--- config.mk ---
export PLATFORM = sky130hd
export DESIGN_NAME = otp_page_mod
export DESIGN_NICKNAME = d
export VERILOG_FILES = /design/src/hw/rtl/otp_pkg.sv /design/src/hw/rtl/otp_page_mod.sv
export SDC_FILE = /design/constraint.sdc
export NUM_CORES = 1
export LEC_CHECK = 0
export ABC_AREA = 1
export BUFFER_PORTS_ARGS = -buffer_cell sky130_fd_sc_hd__buf_2
export CORE_AREA = 2 2 39 41
export DETAILED_ROUTE_END_ITERATION = 10
export DIE_AREA = 0 0 41 43
export SLEW_MARGIN = 10
export SYNTH_ARGS = -nofsm -noshare
export SYNTH_HDL_FRONTEND = slang
export SYNTH_SLANG_ARGS = --single-unit
--- constraint.sdc ---
create_clock -name clk -period 0.8 [get_ports clk]
set_input_delay 0.08 -clock clk [delete_from_list [all_inputs] [get_ports clk]]
set_output_delay 0.08 -clock clk [all_outputs]
set_load 0.05 [all_outputs]
--- src/hw/rtl/otp_pkg.sv ---
// Shared constants and types for the OTP page register controller.
package otp_pkg;

	localparam int PAGE_COUNT_DEF = 512;
	localparam int READ_BIT_DEF   = 12;
	localparam int WRITE_BIT_DEF  = 11;
	localparam int DONE_BIT_DEF   = 0;

	localparam int PAGE_BYTES   = 16;
	localparam int PAGE_BITS    = PAGE_BYTES * 8;
	localparam int PAGE_FIELD_W = 9;

	localparam logic [15:0] CTRL_MASK    = 16'h39FF;
	localparam logic [15:0] BEN_RESET    = 16'hFFFF;
	localparam logic [31:0] TIMING_RESET = 32'h0000_1485;

	// register offsets
	localparam logic [7:0] OFF_CTRL   = 8'd0;
	localparam logic [7:0] OFF_BEN    = 8'd4;
	localparam logic [7:0] OFF_STAT   = 8'd8;
	localparam logic [7:0] OFF_TIMING = 8'd12;
	localparam logic [7:0] OFF_DATA0  = 8'd128;
	localparam logic [7:0] OFF_DATA1  = 8'd132;
	localparam logic [7:0] OFF_DATA2  = 8'd136;
	localparam logic [7:0] OFF_DATA3  = 8'd140;

	localparam logic [2:0] SIZE_NONE = 3'd0;
	localparam logic [2:0] SIZE_16   = 3'd2;
	localparam logic [2:0] SIZE_32   = 3'd4;

	localparam logic [1:0] ERR_OK       = 2'd0;
	localparam logic [1:0] ERR_SIZE     = 2'd1;
	localparam logic [1:0] ERR_UNMAPPED = 2'd2;

	typedef struct packed {
		logic                  wr;
		logic                  rd;
		logic [PAGE_BYTES-1:0] ben;
	} otp_mem_cmd_t;

endpackage

--- src/hw/rtl/otp_page_mod.sv ---
// Reduction of the 9-bit page field modulo the page count by reciprocal multiplication.
module otp_page_mod import otp_pkg::*; #(
	parameter int PAGE_COUNT = PAGE_COUNT_DEF,
	localparam int AW = $clog2(PAGE_COUNT)
) (
	input  logic                    clk,
	input  logic                    arst_n,
	input  logic                    start,
	input  logic [PAGE_FIELD_W-1:0] value,
	output logic                    done,
	output logic [AW-1:0]           page
);

	localparam int RECIP_SH = 20;
	localparam int PROD_W   = PAGE_FIELD_W + RECIP_SH;
	localparam int QP_W     = 2 * PAGE_FIELD_W + 1;
	// ceil(2^20 / PAGE_COUNT) gives the exact quotient for every 9-bit value
	localparam logic [RECIP_SH-1:0] RECIP =
		RECIP_SH'(((1 << RECIP_SH) + PAGE_COUNT - 1) / PAGE_COUNT);

	logic                    busy_q;
	logic [PAGE_FIELD_W-1:0] r_q;
	logic [PAGE_FIELD_W-1:0] quo_q;
	logic [PROD_W-1:0]       prod_w;
	logic [QP_W-1:0]         qp_w;
	logic [PAGE_FIELD_W-1:0] rem_w;

	// quotient taken at start, remainder formed in the following cycle
	assign prod_w = PROD_W'(value) * PROD_W'(RECIP);
	assign qp_w   = QP_W'(quo_q) * QP_W'(PAGE_COUNT);
	assign rem_w  = r_q - qp_w[PAGE_FIELD_W-1:0];

	assign done = busy_q;
	assign page = rem_w[AW-1:0];

	always_ff @(posedge clk or negedge arst_n) begin
		if (!arst_n)
			busy_q <= 1'b0;
		else
			busy_q <= start;
	end

	always_ff @(posedge clk) begin
		if (start) begin
			r_q   <= value;
			quo_q <= prod_w[PROD_W-1:RECIP_SH];
		end
	end

endmodule

# --- Word level (Yosys, flattened, before mapping) ---
# Index checks and enable logic that the tools add are counted.
word_totals:
  register_bits: 10
  in_bits: 12
  output_inout_bits: 10
  word_cells: 2

# --- Longest topological paths before layout ---
# Gate-level depths: netlist of the first run.
depth:
  word_depth: 0
  ltp_mapped: 0
  depth_no_buf: 0

# --- Least setup slack after synthesis of the first run ---
# OpenSTA, ideal clock, no wires.
synth_path:
  path_kind: "register to output"
  startpoint: "reg r_q[0]"
  endpoint: "out page[0]"
  arrival_time_ns: 0.601
  required_ns: 0.720
  slack_ns: 0.119
  path_stages_with_launch: 1
  n_path_buf: 0
  path_cell_list: "edfxtp_1"
synth_lines:
  columns: ["item", "line_no", "source"]
  rows:
  - ["from (decl)", "otp_page_mod.sv:22", "logic [PAGE_FIELD_W-1:0] r_q;"]
  - ["from (signal assigned)", "otp_page_mod.sv:45", "r_q <= value;"]
  - ["to (decl)", "otp_page_mod.sv:11", "output logic [AW-1:0] page"]
# No word-level cell between the ends.

# --- Final worst setup path of the first run ---
layout_path:
  startpoint: "reg r_q[0]"
  endpoint: "out page[0]"
# No word-level cell between the ends.

==> results of run 1 <==
path summary, 6_finish.rpt:
path / start / end / slack (ns) / cells past startpoint
worst max-delay path: r_q[0]$_DFFE_PP_ / page[0] / -0.09 / 1
worst min-delay path: start / done$_DFF_PN0_ / 0.07 / 1
max in group asynchronous: arst_n / done$_DFF_PN0_ / 0.59 / 2
min in group asynchronous: arst_n / done$_DFF_PN0_ / 0.13 / 2
per-layer routing:
layer	wire length, um	share of wire (%)
met4	0	0
met2	356	58
met3	55	8.9
met5	0	0
met1	205	33
final cells by class:
cell class            instances  area [um^2]  area share [%]
clock buffer                  4        26.28           4.312
timing repair buffer         31        267.8           43.94
sequential                   10        295.3           48.46
tap                          16        20.02           3.285
power by group through the flow:
| stage | combinational, mW | sequential, mW | clock [mW] |
|---|---|---|---|
| 2_1_floorplan | 0 | 0.776 | 0 |
| 3_3_place_gp | 0.210 | 0.631 | 0 |
| 3_5_place_dp | 0.211 | 0.633 | 0 |
| 4_1_cts | 0.290 | 0.632 | 0.360 |
| 5_1_grt | 0.310 | 0.636 | 0.386 |
| 6_report | 0.294 | 0.631 | 0.342 |
cell usage in the layout (no fill, tap or decap), drive strengths merged:
master and instances:
buf 21, dlygate4sd3 10, edfxtp 9, clkbuf 4, dfrtp 1
what timing repair did:
action / CTS / global route
cloned: 0 / 0
hold endpoints to repair: 9 / 1
endpoints found under the setup margin: 10 / 10
hold buffers: 9 / 1
resized for setup: 20 / 0
cells by family after synthesis:
logic type | after synthesis | synth area share [%]
DFF | 10 | 100.0
registers in the layout (all words and copies together) (netlist names):
signal and count:
r_q 9, done 1
==> reports/results.tsv, run 1 <==
metric	value	unit
use_met1	7.850	%
drv_slew	0	
critPathRequiredTime	0.72	ns
worstMarginPinSlew	0.2108	ns
netlist_area	295.3	um^2
hold_violations	0	
die_w	41	um
wl_per_cell	10.13	um
finalCritPeriodShare	110.8	%
cp_slowest_cell	edfxtp_1	
place_congestion	0.5548	
power_density	2079	mW/mm^2
synth_cells	10	
grt_pass1_vias	254	
routed_via_density	3.738	
grt_max_degree	11	
worstSetupStartpointType	register	
synth_ff_type	edfxtp_1	
grt_pass1_wl	993	um
vias	228	
p_leak	0.2603	nW
cp_cell_sequence	buf_6	
switching_share	26.76	%
totalWireLength	618	um
cts_tree	built	
core_area	0.001384	mm^2
drc	0	
cts_buffer_depth	2	
finalNonFillerCells	61	
internal-power	0.9277	mW
die_h	43	um
final_antenna_net_count	0	
crit_buf_inv	1	
multi_input_comb_area	0	um^2
outcome	complete, but fails checks	
ys_top_cells_by_area	edfxtp_1 (92%), dfrtp_1 (8.5%)	
cp-end-kind	output pin	
power_frac_seq	49.8	%
cts.sinks	10	
synth_edf_count	9	
setup_viol	10	
total_power	1.267	mW
synth_top_area_share	91.53	%
synth_top_cell_by_area	edfxtp_1	
use_met2	15.00	%
top_usage_layer	met2	
design_area	609.3	um^2
synthDistinctLibCells	2	
maxSlewHeadroom	85.95	%
crit_family	flip-flops	
p_comb_share	23.2	%
rows	14	
diodes	0	
first_pass_iters	1	
syn_avg_cell_area	29.53	um^2
start_util	21.34	%
antenna_found_initial	0	
nNetsFinal	58	
grt_use_total	9.407	%
cts_buffers	3	
setup_ws	-0.08648	ns
yosysSeqAreaShare	100.0	%
rsz0062_at_grt	true	
n_fill_cell	130	
hold_ws	0.06963	ns
place_area	420.4	um^2
drt_iter0_markers	0	
synth_common_cells	edfxtp_1 (9), dfrtp_1 (1)	
fmax	1128	MHz
syn-num-nets	22	
synthToLayoutAreaGrowth	106.4	%
grt_overflow_total	0	
peakVddDrop	0.0009883	V
min_period	0.8865	ns
drive_gt1_share	53.33	%
portBuffers	21	
slowest_delay	0.38	ns
crit_path_max_fanout	1	
p_sw	0.3389	mW
fin_util	44.03	%
dp.cells	47	
clock-root-buffer	clkbuf_4	
io_pins	22	
clkPwrFrac	27.0	%
drv_cap	0	
violations	setup timing	
yosysMostFrequentCell	edfxtp_1	
num-multi-input-gates	0	
ys_ff_latch	10	
ys_async_sr_fraction	10.00	%
htree_levels	1	
postCtsSetupRepairBufs	0	
clk_pin_slew_worst_paths	0.06	ns
cp.arrival	0.81	ns
die_area	0.001763	mm^2
hp-class	in -> reg	
fin_tns_setup	-0.7385	ns
yosysWarnings	0	
crit_type	reg -> out	
met3_usage	7.853	%
place_ws	0.1459	ns
No activity file was read; power rests on OpenSTA's default activity.
==> run 2, diff against run 1 <==
Settings changed: GPL_TIMING_DRIVEN set to 0, RECOVER_POWER set to 50.
==> reports/results.tsv, run 2 (same netlist as run 1, synthesis figures left out) <==
metric	value	unit	change
outcome	complete, but fails checks		
violations	setup timing		
maxSlewHeadroom	66.92	%	-19 points
crit_type	reg -> out		
htree_levels	1		unchanged
setup_viol	10		unchanged
grt_overflow_total	0		unchanged
antenna_found_initial	0		unchanged
grt_pass1_wl	959	um	-3.4%
place_ws	0.1468	ns	+0.0008850 ns
start_util	21.34	%	unchanged
crit_family	flip-flops		
die_w	41	um	unchanged
drt_iter0_markers	1		+1
die_h	43	um	unchanged
synthToLayoutAreaGrowth	105.9	%	
total_power	1.259	mW	-0.58%
slowest_delay	0.39	ns	about the same
clock-root-buffer	clkbuf_4		
vias	227		-0.44%
mostFrequentLayoutCells	dlygate4sd3_1 (10), buf_2 (10), buf_6 (10), edfxtp_1 (9), clkbuf_4 (3)		
multi_input_comb_area	0	um^2	unchanged
cp.arrival	0.81	ns	about the same
routed_via_density	3.721		-0.44%
finalCritPeriodShare	111.1	%	+0.27 points
cts_tree	built		
diodes	0		unchanged
crit_path_max_fanout	1		unchanged
largest_register_ffs	9		unchanged
critPathRequiredTime	0.72	ns	about the same
internal-power	0.9146	mW	-1.4%
setup_ws	-0.08865	ns	-0.002173 ns
place_congestion	0.5591		+0.78%
fin_util	43.94	%	-0.090 points
first_pass_iters	2		+1
die_area	0.001763	mm^2	unchanged
power_frac_seq	50.1	%	+0.3 points
worstMarginPinSlew	0.4962	ns	+0.2855 ns
clkPwrFrac	26.8	%	-0.2 points
wl_per_cell	9.967	um	-1.6%
fmax	1125	MHz	-0.24%
regMostFlops	r_q		
rows	14		unchanged
switching_share	27.37	%	+0.61 points
grt_pass1_vias	268		+5.5%
cp_slowest_cell	edfxtp_1		
cp-end-kind	output pin		
cts_buffer_depth	2		unchanged
drc	0		unchanged
seq_area	295.3	um^2	unchanged
p_comb_share	23.1	%	about the same
drv_slew	0		unchanged
clk_pin_slew_worst_paths	0.06	ns	about the same
final_antenna_net_count	0		unchanged
peakVddDrop	0.0009917	V	+0.35%
hold_violations	0		unchanged
power_density	2071	mW/mm^2	-0.37%
worstSetupStartpointType	register		
cts_buffers	3		unchanged
drive_gt1_share	51.11	%	-2.2 points
totalWireLength	608	um	-1.6%
nNetsFinal	58		unchanged
drv_cap	0		unchanged
p_sw	0.3447	mW	+1.7%
postCtsSetupRepairBufs	0		unchanged
cts.sinks	10		unchanged
p_leak	0.2579	nW	-0.91%
core_area	0.001384	mm^2	unchanged
cp_cell_sequence	buf_6		
crit_buf_inv	1		unchanged
portBuffers	21		unchanged
grt_use_total	8.989	%	-0.42 points
num-multi-input-gates	0		unchanged
io_pins	22		unchanged
rsz0062_at_grt	true		
grt_max_degree	11		unchanged
n_fill_cell	126		-3.1%
min_period	0.8887	ns	+0.002173 ns
hp-class	in -> async		
## run 2: cell count changes in the layout (fill, tap and decap cells not counted)
cell / change
clkinv_1: +1
buf_2: -1
## run 2: metal layers
layer	part of all wire (%)	track usage, %
met3	7.9	7.853
met1	33	6.122
met4	0	4.000
met5	0	0
met2	58	15.31
## run 2: how the worst max path moves through the flow
stage	startpoint	end	slack [ns]	cells after the start
2_1_floorplan	r_q[0]$_DFFE_PP_	page[0]	0.12	0
4_1_cts	r_q[0]$_DFFE_PP_	page[0]	-0.12	1
5_1_grt	r_q[7]$_DFFE_PP_	page[7]	-0.15	1
3_5_place_dp	r_q[0]$_DFFE_PP_	page[0]	0.15	1
3_3_place_gp	r_q[0]$_DFFE_PP_	page[0]	0.15	1
6_report	r_q[7]$_DFFE_PP_	page[7]	-0.09	1
## run 2: metrics by stage
step / instance area, um^2 / TNS, ns / hold slack (ns) / std cells
finish: 608.1 / -0.7712 / 0.1234 / 61
global route: 608.1 / -1.221 / 0.1178 / 61
CTS: 609.3 / -0.9718 / 0.05839 / 61
detailed placement: 420.4 / 0 / -0.1420 / 47
global placement: 420.4 / 0 / -0.1439 / 47
floorplan: 295.3 / 0 / -0.2156 / 10
## run 2: final cells by class
| class | count | area share (%) |
|---|---|---|
| Timing Repair Buffer | 31 | 43.83 |
| Sequential cell | 10 | 48.56 |
| Clock buffer | 3 | 3.704 |
| Clock inverter | 1 | 0.6173 |
| Tap cell | 16 | 3.292 |
## run 2: timing repair
action | 4_1_cts | 5_1_grt
resized for setup | 20 | 0
endpoints found under the hold margin | 10 | 0
hold buffers | 10 | 0
setup endpoints to repair | 10 | 10
## run 2: power by group through the flow
| stage | Combinational (mW) | Clock (mW) | Sequential, mW |
|---|---|---|---|
| after global placement | 0.209 | 0 | 0.632 |
| after floorplan | 0 | 0 | 0.776 |
| after global routing | 0.307 | 0.392 | 0.634 |
| after CTS | 0.292 | 0.360 | 0.633 |
| final | 0.291 | 0.338 | 0.631 |
| after detailed placement | 0.211 | 0 | 0.633 |
